<file path="src/sv/erxf_pkg.sv">
// Shared types and constants for the Ethernet IPv4/ARP receive filter.
`default_nettype none

package erxf_pkg;

    localparam int unsigned STORE_WORDS = 21;
    localparam int unsigned COUNT_W     = 16;
    localparam int unsigned CSUM_W      = 20;

    localparam logic [14:0] CSUM_FIRST_WORD = 15'd7;
    localparam logic [14:0] CSUM_LAST_WORD  = 15'd16;

    localparam logic [15:0] ETHTYPE_IPV4     = 16'h0800;
    localparam logic [15:0] ETHTYPE_ADDR_RES = 16'h0806;
    localparam logic [7:0]  IPV4_VHL       = 8'h45;
    localparam logic [15:0] FRAG_DF_ONLY   = 16'h4000;
    localparam logic [15:0] ONES_MASK      = 16'hffff;
    localparam logic [7:0]  PROTO_UDP      = 8'd17;
    localparam logic [7:0]  PROTO_ICMP     = 8'd1;
    localparam logic [15:0] ARP_HTYPE_ETH  = 16'h0001;
    localparam logic [15:0] ARP_HLEN_PLEN  = 16'h0604;
    localparam logic [15:0] IPV4_HDR_BYTES = 16'd20;
    localparam logic [15:0] UDP_HDR_BYTES  = 16'd8;

    localparam logic [15:0] ETH_MIN_BYTES  = 16'd14;
    localparam logic [15:0] IPV4_MIN_BYTES = 16'd34;
    localparam logic [15:0] L4_MIN_BYTES   = 16'd42;

    localparam logic [31:0] LOCAL_IP_RESET = 32'h0A00020F;

    typedef enum logic [3:0] {
        VERDICT_UDP       = 4'd0,
        VERDICT_ICMP      = 4'd1,
        VERDICT_ARP       = 4'd2,
        VERDICT_OTHER     = 4'd3,
        VERDICT_SHORT     = 4'd4,
        VERDICT_VERSION   = 4'd5,
        VERDICT_CHECKSUM  = 4'd6,
        VERDICT_FRAGMENT  = 4'd7,
        VERDICT_NOT_OURS  = 4'd8,
        VERDICT_PROTOCOL  = 4'd9,
        VERDICT_UDP_LEN   = 4'd10,
        VERDICT_ARP_HDR   = 4'd11
    } verdict_t;

    typedef logic [STORE_WORDS-1:0][15:0] hdr_store_t;

    typedef struct packed {
        logic [COUNT_W-1:0] total;
        logic [CSUM_W-1:0]  csum;
    } pend_t;

    typedef struct packed {
        verdict_t    verdict;
        logic [31:0] source_ip;
        logic [15:0] source_port;
        logic [15:0] dest_port;
        logic [15:0] icmp_ident;
        logic [15:0] body_len;
        logic [15:0] arp_opcode;
        logic [31:0] arp_target_ip;
        logic [47:0] arp_sender_mac;
    } result_t;

endpackage

`default_nettype wire

</file>
<file path="src/sv/erxf_frame_capture.sv">
// Per-beat frame capture: byte count, header word store, checksum sum, end-of-frame hold.
`default_nettype none

module erxf_frame_capture
    import erxf_pkg::*;
#(
    parameter int unsigned MAX_FRAME_BYTES = 2048
) (
    input  wire logic        aclk,
    input  wire logic        aresetn,
    input  wire logic        beat_accept,
    input  wire logic [15:0] data_word,
    input  wire logic        last,
    input  wire logic        single_byte,
    input  wire logic        pend_take,
    output logic             pend_valid,
    output pend_t            pend,
    output hdr_store_t       store
);

    localparam logic [COUNT_W:0] MAX_BYTES = (COUNT_W + 1)'(MAX_FRAME_BYTES);

    logic [COUNT_W-1:0] count_reg, count_next;
    logic [CSUM_W-1:0]  csum_reg, csum_next;
    logic               pend_valid_reg, pend_valid_next;
    pend_t              pend_reg, pend_next;
    hdr_store_t         store_reg;

    logic               half;
    logic [15:0]        word;
    logic [14:0]        idx;
    logic               in_store;
    logic               in_csum;
    logic [CSUM_W-1:0]  csum_upd;
    logic [COUNT_W:0]   count_inc;
    logic [COUNT_W-1:0] count_sat;

    always_comb begin
        half      = last && single_byte;
        word      = half ? {data_word[15:8], 8'h00} : data_word;
        idx       = count_reg[COUNT_W-1:1];
        in_store  = idx < 15'(STORE_WORDS);
        in_csum   = (idx >= CSUM_FIRST_WORD) && (idx <= CSUM_LAST_WORD);
        csum_upd  = in_csum ? csum_reg + CSUM_W'(word) : csum_reg;
        count_inc = {1'b0, count_reg} + (half ? (COUNT_W + 1)'(1) : (COUNT_W + 1)'(2));
        count_sat = (count_inc > MAX_BYTES) ? MAX_BYTES[COUNT_W-1:0]
                                            : count_inc[COUNT_W-1:0];

        count_next      = count_reg;
        csum_next       = csum_reg;
        pend_next       = pend_reg;
        pend_valid_next = pend_valid_reg && !pend_take;
        if (beat_accept) begin
            if (last) begin
                count_next      = '0;
                csum_next       = '0;
                pend_next.total = count_sat;
                pend_next.csum  = csum_upd;
                pend_valid_next = 1'b1;
            end else begin
                count_next = count_sat;
                csum_next  = csum_upd;
            end
        end
    end

    always_ff @(posedge aclk) begin
        if (!aresetn) begin
            count_reg      <= '0;
            csum_reg       <= '0;
            pend_valid_reg <= 1'b0;
        end else begin
            count_reg      <= count_next;
            csum_reg       <= csum_next;
            pend_valid_reg <= pend_valid_next;
        end
    end

    always_ff @(posedge aclk) begin
        pend_reg <= pend_next;
        if (beat_accept && in_store) begin
            store_reg[idx[4:0]] <= word;
        end
    end

    assign pend_valid = pend_valid_reg;
    assign pend       = pend_reg;
    assign store      = store_reg;

endmodule

`default_nettype wire

</file>
<file path="src/sv/erxf_judge.sv">
// Verdict logic: header checks and field extraction for one finished frame.
`default_nettype none

module erxf_judge
    import erxf_pkg::*;
(
    input  wire hdr_store_t  store,
    input  wire pend_t       pend,
    input  wire logic [31:0] local_ip_addr,
    output result_t          result
);

    logic [16:0] fold1;
    logic [16:0] fold2;
    logic        csum_ok;
    logic [15:0] ip_len;
    logic [15:0] udp_len;
    logic [15:0] rest;
    logic [7:0]  proto;
    logic [15:0] total;

    always_comb begin
        total   = pend.total;
        fold1   = {1'b0, pend.csum[15:0]} + 17'(pend.csum[CSUM_W-1:16]);
        fold2   = {1'b0, fold1[15:0]} + 17'(fold1[16]);
        csum_ok = fold2[15:0] == ONES_MASK;
        ip_len  = store[8] - IPV4_HDR_BYTES;
        udp_len = ip_len - UDP_HDR_BYTES;
        rest    = total - L4_MIN_BYTES;
        proto   = store[11][7:0];

        result = '0;
        priority if (total < ETH_MIN_BYTES) begin
            result.verdict = VERDICT_SHORT;
        end else if (store[6] == ETHTYPE_ADDR_RES) begin
            if (total < L4_MIN_BYTES) begin
                result.verdict = VERDICT_SHORT;
            end else if (store[7] != ARP_HTYPE_ETH || store[8] != ETHTYPE_IPV4
                         || store[9] != ARP_HLEN_PLEN) begin
                result.verdict = VERDICT_ARP_HDR;
            end else begin
                result.verdict        = VERDICT_ARP;
                result.source_ip      = {store[14], store[15]};
                result.arp_opcode     = store[10];
                result.arp_target_ip  = {store[19], store[20]};
                result.arp_sender_mac = {store[11], store[12], store[13]};
            end
        end else if (store[6] != ETHTYPE_IPV4) begin
            result.verdict = VERDICT_OTHER;
        end else if (total < IPV4_MIN_BYTES) begin
            result.verdict = VERDICT_SHORT;
        end else if (store[7][15:8] != IPV4_VHL) begin
            result.verdict = VERDICT_VERSION;
        end else if (!csum_ok) begin
            result.verdict = VERDICT_CHECKSUM;
        end else if (store[10] != '0 && store[10] != FRAG_DF_ONLY) begin
            result.verdict = VERDICT_FRAGMENT;
        end else if ({store[15], store[16]} != local_ip_addr) begin
            result.verdict = VERDICT_NOT_OURS;
        end else if (proto == PROTO_UDP) begin
            if (total < L4_MIN_BYTES) begin
                result.verdict = VERDICT_SHORT;
            end else if (store[19] != ip_len || udp_len > rest) begin
                result.verdict = VERDICT_UDP_LEN;
            end else begin
                result.verdict     = VERDICT_UDP;
                result.source_ip   = {store[13], store[14]};
                result.source_port = store[17];
                result.dest_port   = store[18];
                result.body_len    = udp_len;
            end
        end else if (proto == PROTO_ICMP) begin
            if (total < L4_MIN_BYTES) begin
                result.verdict = VERDICT_SHORT;
            end else begin
                result.verdict     = VERDICT_ICMP;
                result.source_ip   = {store[13], store[14]};
                result.icmp_ident  = store[19];
                result.body_len    = (ip_len < rest) ? ip_len : rest;
            end
        end else begin
            result.verdict = VERDICT_PROTOCOL;
        end
    end

endmodule

`default_nettype wire

</file>
<file path="src/sv/ethernet_ipv4_receive_filter.sv">
// Top level of the Ethernet IPv4/ARP receive filter.
// A frame's end is held as a pending verdict, then moved to the result register.
// Throughput: one word per cycle; s_ready drops only while a finished frame waits
// for a stalled result register.
// Reset: synchronous active-low aresetn clears the count, sum and valids, and loads
// local_ip_addr with 10.0.2.15.
`default_nettype none

module ethernet_ipv4_receive_filter
    import erxf_pkg::*;
#(
    parameter int unsigned MAX_FRAME_BYTES = 2048
) (
    input  wire logic        aclk,
    input  wire logic        aresetn,

    input  wire logic        cfg_valid,
    output logic             cfg_ready,
    input  wire logic [31:0] cfg_data,

    input  wire logic        s_valid,
    output logic             s_ready,
    input  wire logic [15:0] s_data_word,
    input  wire logic        s_last,
    input  wire logic        s_single_byte,

    output logic             m_valid,
    input  wire logic        m_ready,
    output logic [3:0]       m_verdict,
    output logic [31:0]      m_source_ip,
    output logic [15:0]      m_source_port,
    output logic [15:0]      m_dest_port,
    output logic [15:0]      m_icmp_ident,
    output logic [15:0]      m_body_len,
    output logic [15:0]      m_arp_opcode,
    output logic [31:0]      m_arp_target_ip,
    output logic [47:0]      m_arp_sender_mac
);

    logic [31:0] local_ip_reg, local_ip_next;
    logic        m_valid_reg, m_valid_next;
    result_t     result_reg, result_next;

    logic        beat_accept;
    logic        out_free;
    logic        pend_take;
    logic        pend_valid;
    pend_t       pend;
    hdr_store_t  store;
    result_t     judged;

    assign cfg_ready   = 1'b1;
    assign out_free    = !m_valid_reg || m_ready;
    assign pend_take   = pend_valid && out_free;
    // a held frame end blocks new beats, since they would overwrite its header words
    assign s_ready     = !pend_valid || out_free;
    assign beat_accept = s_valid && s_ready;

    erxf_frame_capture #(
        .MAX_FRAME_BYTES (MAX_FRAME_BYTES)
    ) u_capture (
        .aclk        (aclk),
        .aresetn     (aresetn),
        .beat_accept (beat_accept),
        .data_word   (s_data_word),
        .last        (s_last),
        .single_byte (s_single_byte),
        .pend_take   (pend_take),
        .pend_valid  (pend_valid),
        .pend        (pend),
        .store       (store)
    );

    erxf_judge u_judge (
        .store         (store),
        .pend          (pend),
        .local_ip_addr (local_ip_reg),
        .result        (judged)
    );

    always_comb begin
        local_ip_next = (cfg_valid && cfg_ready) ? cfg_data : local_ip_reg;
        result_next   = pend_take ? judged : result_reg;
        if (pend_take) begin
            m_valid_next = 1'b1;
        end else if (m_ready) begin
            m_valid_next = 1'b0;
        end else begin
            m_valid_next = m_valid_reg;
        end
    end

    always_ff @(posedge aclk) begin
        if (!aresetn) begin
            local_ip_reg <= LOCAL_IP_RESET;
            m_valid_reg  <= 1'b0;
        end else begin
            local_ip_reg <= local_ip_next;
            m_valid_reg  <= m_valid_next;
        end
    end

    always_ff @(posedge aclk) begin
        result_reg <= result_next;
    end

    assign m_valid          = m_valid_reg;
    assign m_verdict        = result_reg.verdict;
    assign m_source_ip      = result_reg.source_ip;
    assign m_source_port    = result_reg.source_port;
    assign m_dest_port      = result_reg.dest_port;
    assign m_icmp_ident     = result_reg.icmp_ident;
    assign m_body_len       = result_reg.body_len;
    assign m_arp_opcode     = result_reg.arp_opcode;
    assign m_arp_target_ip  = result_reg.arp_target_ip;
    assign m_arp_sender_mac = result_reg.arp_sender_mac;

    a_stall_only_on_full: assert property (@(posedge aclk) disable iff (!aresetn)
        !s_ready |-> (pend_valid && m_valid && !m_ready))
        else $error("input stalled without a blocked frame end");

    a_last_makes_pend: assert property (@(posedge aclk) disable iff (!aresetn)
        (s_valid && s_ready && s_last) |=> pend_valid)
        else $error("last beat did not produce a pending verdict");

    a_pend_to_output: assert property (@(posedge aclk) disable iff (!aresetn)
        (pend_valid && out_free) |=> m_valid)
        else $error("pending verdict not moved to result register");

    a_verdict_range: assert property (@(posedge aclk) disable iff (!aresetn)
        m_valid |-> (m_verdict <= VERDICT_ARP_HDR))
        else $error("verdict code out of range");

endmodule

`default_nettype wire

</file>
<file path="config.mk">
export PLATFORM = sky130hd
export DESIGN_NAME = ethernet_ipv4_receive_filter
export DESIGN_NICKNAME = d
export VERILOG_FILES = /design/src/sv/erxf_pkg.sv /design/src/sv/erxf_frame_capture.sv /design/src/sv/erxf_judge.sv /design/src/sv/ethernet_ipv4_receive_filter.sv
export SDC_FILE = /design/constraint.sdc
export NUM_CORES = 1
export LEC_CHECK = 0
export ABC_AREA = 1
export ABC_CLOCK_PERIOD_IN_PS = 12000
export BUFFER_PORTS_ARGS = -buffer_cell sky130_fd_sc_hd__buf_2
export CORE_MARGIN = 3
export CORE_UTILIZATION = 59
export CTS_CLUSTER_DIAMETER = 50
export CTS_CLUSTER_SIZE = 40
export DETAILED_ROUTE_END_ITERATION = 8
export PLACE_DENSITY_LB_ADDON = 0.1
export SYNTH_ARGS = -nofsm -noshare
export SYNTH_HDL_FRONTEND = slang
export SYNTH_SLANG_ARGS = --single-unit
</file>
<file path="constraint.sdc">
create_clock -name aclk -period 12 [get_ports aclk]
set_input_delay 0 -clock aclk [delete_from_list [all_inputs] [get_ports aclk]]
set_output_delay 0 -clock aclk [all_outputs]
set_load 0.01 [all_outputs]
</file>
== Word level (Yosys, flattened, before mapping) ==
Cells that the tools add are included.

* Register bits after elaboration: 638
* Input bits: 55
* Word-level logic and storage cells: 150
* Output and inout port bits: 199

* Bitwise gates (word level): 4
* Reductions and logical operators: 23
* Equal/unequal tests: 12
* Mux-type cells: 56
* Add/subtract/negate cells: 7
* Order comparisons: 11

{| class="wikitable"
|+ Operator list
! kind !! number
|-
| $mux 64 || 11
|-
| $mux 96 || 6
|-
| $bwmux 336 || 1
|-
| $mux 32 || 7
|-
| $mux 16 || 8
|-
| $demux 16 s5 || 1
|-
| $mux 36 || 2
|-
| $mux 4 || 11
|-
| $mux 20 || 2
|-
| $lt 16x6->1 const B || 2
|-
| $ne 16x12->1 const B || 2
|-
| $ne 32x32->1 || 1
|-
| $add 20x16->20 || 1
|-
| $add 16x17->17 || 1
|-
| $add 16x4->17 || 1
|-
| $gt 17x12->1 const B || 1
|-
| $add 16x1->16 || 1
|-
| $eq 16x12->1 const B || 1
|-
| $eq 16x16->1 const B || 1
|-
| $gt 16x16->1 || 1
|-
| $lt 16x16->1 || 1
|-
| $lt 16x4->1 const B || 1
|-
| $ne 16x1->1 const B || 1
|-
| $ne 16x11->1 const B || 1
|-
| 28 further kinds || 47
|}

== Longest topological paths before layout ==
* Depth in word-level cells: 23
* Depth in mapped cells: 33
* Depth with buffers taken out: 32

== Modules after synthesis ==
From an unflattened synthesis, not the netlist that was laid out.

* Cells, all modules: 2555
* Area, all modules: 28048.2 µm²

{| class="wikitable"
|+ By module, submodules not included
! module !! cells each !! sequential area each (µm²) !! times used !! area an instance (µm²)
|-
| erxf_frame_capture || 1030 || 11911.4 || 1 || 14853.0
|-
| ethernet_ipv4_receive_filter || 346 || 6546.3 || 1 || 7046.8
|-
| erxf_judge || 1179 || 0.0 || 1 || 6148.4
|}

== Worst setup path after synthesis ==
Ideal clock, no wire load.

* Path kind: register -> register
* From: register m_valid_reg (netlist: m_valid)
* To: register result_reg, in the netlist m_arp_opcode[0] (enable)
* Library setup time: 0.817 ns
* Arrival time: 9.802 ns
* Slack: 1.381 ns
* Clock period less this slack: 10.619 ns
* Buffers on the path: 0
* Data required time: 11.183 ns
* Stages on the path, launching flop included: 2
* Cells stage by stage: dfxtp_1 -> a21oi_1

* Cells in the longest elaborated chain, start to end: 3

{| class="wikitable"
|+ Ends and longest elaborated chain
! what !! RTL line !! RTL
|-
| from (decl) || ethernet_ipv4_receive_filter.sv:41 || <nowiki>logic m_valid_reg, m_valid_next;</nowiki>
|-
| from (signal assigned) || ethernet_ipv4_receive_filter.sv:99 || <nowiki>m_valid_reg <= m_valid_next;</nowiki>
|-
| $logic_not 1->1 || ethernet_ipv4_receive_filter.sv:53 || <nowiki>assign out_free = !m_valid_reg || m_ready;</nowiki>
|-
| $logic_or 1x1->1 || ethernet_ipv4_receive_filter.sv:53 ||
|-
| $logic_and 1x1->1 || ethernet_ipv4_receive_filter.sv:54 || <nowiki>assign pend_take = pend_valid && out_free;</nowiki>
|-
| to (signal assigned) || ethernet_ipv4_receive_filter.sv:104 || <nowiki>result_reg <= result_next;</nowiki>
|-
| to (decl) || ethernet_ipv4_receive_filter.sv:42 || <nowiki>result_t result_reg, result_next;</nowiki>
|}

Every way passes these cells.
A chain may end at the register's enable or synchronous reset.

== Worst setup path in the final report ==
* From: register u_capture.store_reg, in the netlist u_capture.store[130]
* To: register result_reg, in the netlist m_body_len[6], data pin

* Cells in the longest elaborated chain, start to end: 7
* Elaborated cells between the ends (all ways): 12
* Classes of those cells: 2 x add/sub; 2 x order compare; 1 x eq/ne; 6 x mux; 1 x reduce/logical

{| class="wikitable"
|+ Ends and longest elaborated chain
! what !! RTL line !! RTL
|-
| from (decl) || erxf_frame_capture.sv:27 || <nowiki>hdr_store_t store_reg;</nowiki>
|-
| from (signal, indexed assignment) || erxf_frame_capture.sv:82 || <nowiki>store_reg[idx[4:0]] <= word;</nowiki>
|-
| $sub 16x5->16 (*) || erxf_judge.sv:27 || <nowiki>ip_len = store[8] - IPV4_HDR_BYTES;</nowiki>
|-
| $sub 16x4->16 || erxf_judge.sv:28 || <nowiki>udp_len = ip_len - UDP_HDR_BYTES;</nowiki>
|-
| $gt 16x16->1 || erxf_judge.sv:63 || <nowiki>end else if (store[19] != ip_len || udp_len > rest) begin</nowiki>
|-
| $logic_or 1x1->1 || erxf_judge.sv:63 ||
|-
| $mux 16 || erxf_judge.sv:63 ||
|-
| $mux 16 || erxf_judge.sv:61 || <nowiki>if (total < L4_MIN_BYTES) begin</nowiki>
|-
| $mux 16 (*) || erxf_judge.sv:60 || <nowiki>end else if (proto == PROTO_UDP) begin</nowiki>
|}

Mark *: on every way between the ends. The rest lies on a longest branch, timed or not.

==> flow_metrics.py <==
metrics = {
    "outcome": {
        "run_status": "finished, final reports clean",
    },
    "worst_setup_path": {
        "timing.rr.start": "u_capture.store[130]$_DFFE_PP_",
        "cp-start-kind": "register",
        "cp_common_cell": "nand2_1",
        "cp.required_ns": 12.41,
        "crit_type": "register to register",
        "crit_arrival_ns": 6.02,
        "path_max_fanout": 34,
        "cpMaxStageDelayCell": "nor2_4",
        "crit_path_end_kind": "register",
        "slowest_delay_ns": 0.65,
        "setup.worst_path.start": "u_capture.store[130]$_DFFE_PP_",
    },
    "placement": {
        "dp.cells": 3025,
        "place_congestion": 0.9417,
        "placed_cell_area_um2": 26000,
        "buffer_ports.inserted": 252,
        "hpwl_mm": 40.20,
        "place_ws_ns": 6.341,
    },
    "hold_path": {
        "hp-class": "primary input to register",
        "min-delay-start": "s_data_word[2]",
    },
    "floorplanning": {
        "dieArea_um2": 43330,
        "start_util_pct": 60.14,
        "dieWidth_um": 208.2,
        "fp.coreArea_um2": 40100,
        "core.rowCount": 73,
        "die_h_um": 208.2,
        "ios": 254,
    },
    "synthesis": {
        "ys_seq_elements": 542,
        "netlist_area_um2": 24110,
        "synth_cell_types": 53,
        "netlist_instances": 2278,
        "synth.avg_cell_area_um2": 10.59,
        "synth_edf_count": 472,
        "ys_seq_area_share_pct": 64.59,
        "yosys-top-cells-area": "edfxtp_1, nand2_1, dfxtp_1, nor2_1, inv_1",
        "synth_async_sr_flop_share_pct": 0,
        "yosys_most_used_dff": "edfxtp_1",
        "yosysTopAreaCellShare_pct": 58.78,
        "yosys.area.top_type": "edfxtp_1",
        "yosys_warnings": 0,
    },
    "routing": {
        "routed_wl_mm": 62.14,
        "antenna_left": 0,
        "first_iter_violations": 1502,
        "wl_per_cell_um": 19.45,
        "via_count": 17540,
        "drc_errors": 0,
        "first_pass_iters": 5,
        "viasPerCell": 5.489,
    },
    "sta": {
        "period_share_pct": 46.77,
        "setup_viol": 0,
        "grt_setup_unrepaired": "no",
        "tns_ns": 0,
        "tightest_slew_ns": 1.315,
        "postLayoutSetupSlackWorst_ns": 6.388,
        "hold_viol": 0,
        "max_slew_margin_pct": 12.04,
        "fin_crit_ns": 5.612,
        "finClkSkew_ns": 0.04379,
        "fmax_mhz": 178.2,
        "drv_slew": 0,
    },
    "clocking": {
        "cts_inserted_buffers": 43,
        "cts_root_buffer": "clkbuf_16",
        "clkTransAtPathRegs_ns": 0.09,
        "cts_resized": 0,
        "cts_tree": "yes",
        "htree_levels": 2,
        "clkSinkCount": 542,
        "clkLatencyLatePin_ns": 0.61,
        "clockBufferDepth": 3,
        "postCtsSetupBuffers": 0,
        "ctsHoldBuffers": 90,
    },
    "global_routing": {
        "antenna_found_initial": 2,
        "first_global_vias": 17140,
        "grt_max_degree": 97,
        "grt_use_total_pct": 28.49,
        "grt_pass1_wl_mm": 96.25,
        "grt.overflow.total": 0,
    },
    "cells_and_area": {
        "area_growth_pct": 17.86,
        "largest_register_ff_count": 240,
        "fin_cells": 3195,
        "fin_nets": 2746,
        "final_area_um2": 28420,
        "fill_cells": 2867,
        "final_layout_size_suffix_gt1_share_pct": 16.49,
        "fin_util_pct": 70.88,
    },
    "power_and_ir_drop": {
        "cellPowerDensity_nw_per_um2": 132.5,
        "vdd_ir_drop_max_v": 0.0001474,
        "p_leak_uw": 0.01226,
    },
    "run": {
        "cap_violations": 0,
    },
}
## worst max-delay path: cells and delay by family, from the launching register on
kind / cells / cell delay, ns
DFF: 1 / 0.45
adders and majority gates: 3 / 0.68
AOI/OAI and AO/OA: 1 / 0.31
buffers and inverters: 4 / 0.34
and+or+nand+nor: 20 / 3.54
xor gates and xnor gates: 1 / 0.10
## synthesized netlist by cell type, drive strengths merged (16+ instances only)
library cell  instances
edfxtp              472
nor2                353
nor3                 32
inv                 299
nor4                 17
nand4                71
a21oi                86
buf                  16
o21ai                73
nand3               129
xor2                 44
nand2               448
xnor2                22
ha                   53
clkbuf               46
dfxtp                70
## final cells by class
| cell class | instances | area (µm²) | area share (%) |
|---|---|---|---|
| antenna | 1 | 2.502 | 0.008805 |
| sequential | 542 | 15570 | 54.80 |
| clock buffer | 49 | 1150 | 4.046 |
| clock inverter | 30 | 369.1 | 1.299 |
| multi-input combinational | 1376 | 7157 | 25.18 |
| inverter | 301 | 1130 | 3.976 |
| timing repair buffer | 371 | 2380 | 8.374 |
| tap | 525 | 656.9 | 2.311 |
## report_power, final
group / leakage (µW) / switching, µW / internal, µW
Sequential: 0.00520 / 13.3 / 2060
Combinational: 0.00631 / 119 / 63.9
Clock: 0.000746 / 733 / 778
## per-stage QoR
stage	hold WS (ns)	power (µW)
finish	0.03474	3766
global route	0.01399	3882
CTS	0.009309	3782
floorplan	0.09887	2204
global placement	0.2144	2266
detailed placement	0.2215	2268
## metal layers
| layer | global-route usage (%) | up-vias | share of wire [%] |
|---|---|---|---|
| met2 | 47.62 | 753 | 48 |
| met3 | 3.905 | 113 | 7.7 |
| met1 | 38.91 | 8329 | 41 |
| met5 | 0 | - | 0 |
| li1 | - | 8342 | - |
| met4 | 9.719 | 0 | 3.0 |
## cell families after synthesis
group / share of synthesized area [%]
other cells: 0.03114
compound gates: 3.741
buf+inv: 5.936
flops: 64.59
fa+ha+maj: 2.999
simple gates: 20.27
xor+xnor: 2.428
## cell usage in the layout, fill, tap and decap left out, drive strengths merged, types with 32 or more instances in the layout
cell	n
nor3	32
edfxtp	472
buf	281
nand4	71
a21oi	86
clkbuf	49
nor2	353
inv	318
ha	53
o21ai	73
nand2	448
dlygate4sd3	90
dfxtp	70
nand3	129
xor2	44
## worst paths after layout
path                                                       endpoint  slack [ns]  cells past startpoint
worst min-delay path                 u_capture.store[242]$_DFFE_PP_        0.03                      4
worst max-delay path                    m_body_len[6]$_SDFFCE_PP0P_        6.39                     29
worst min register to register  u_capture.count_reg[0]$_SDFFE_PN0P_        0.48                      2
worst max register to register          m_body_len[6]$_SDFFCE_PP0P_        6.39                     29
(Power assumes the default switching activity.)
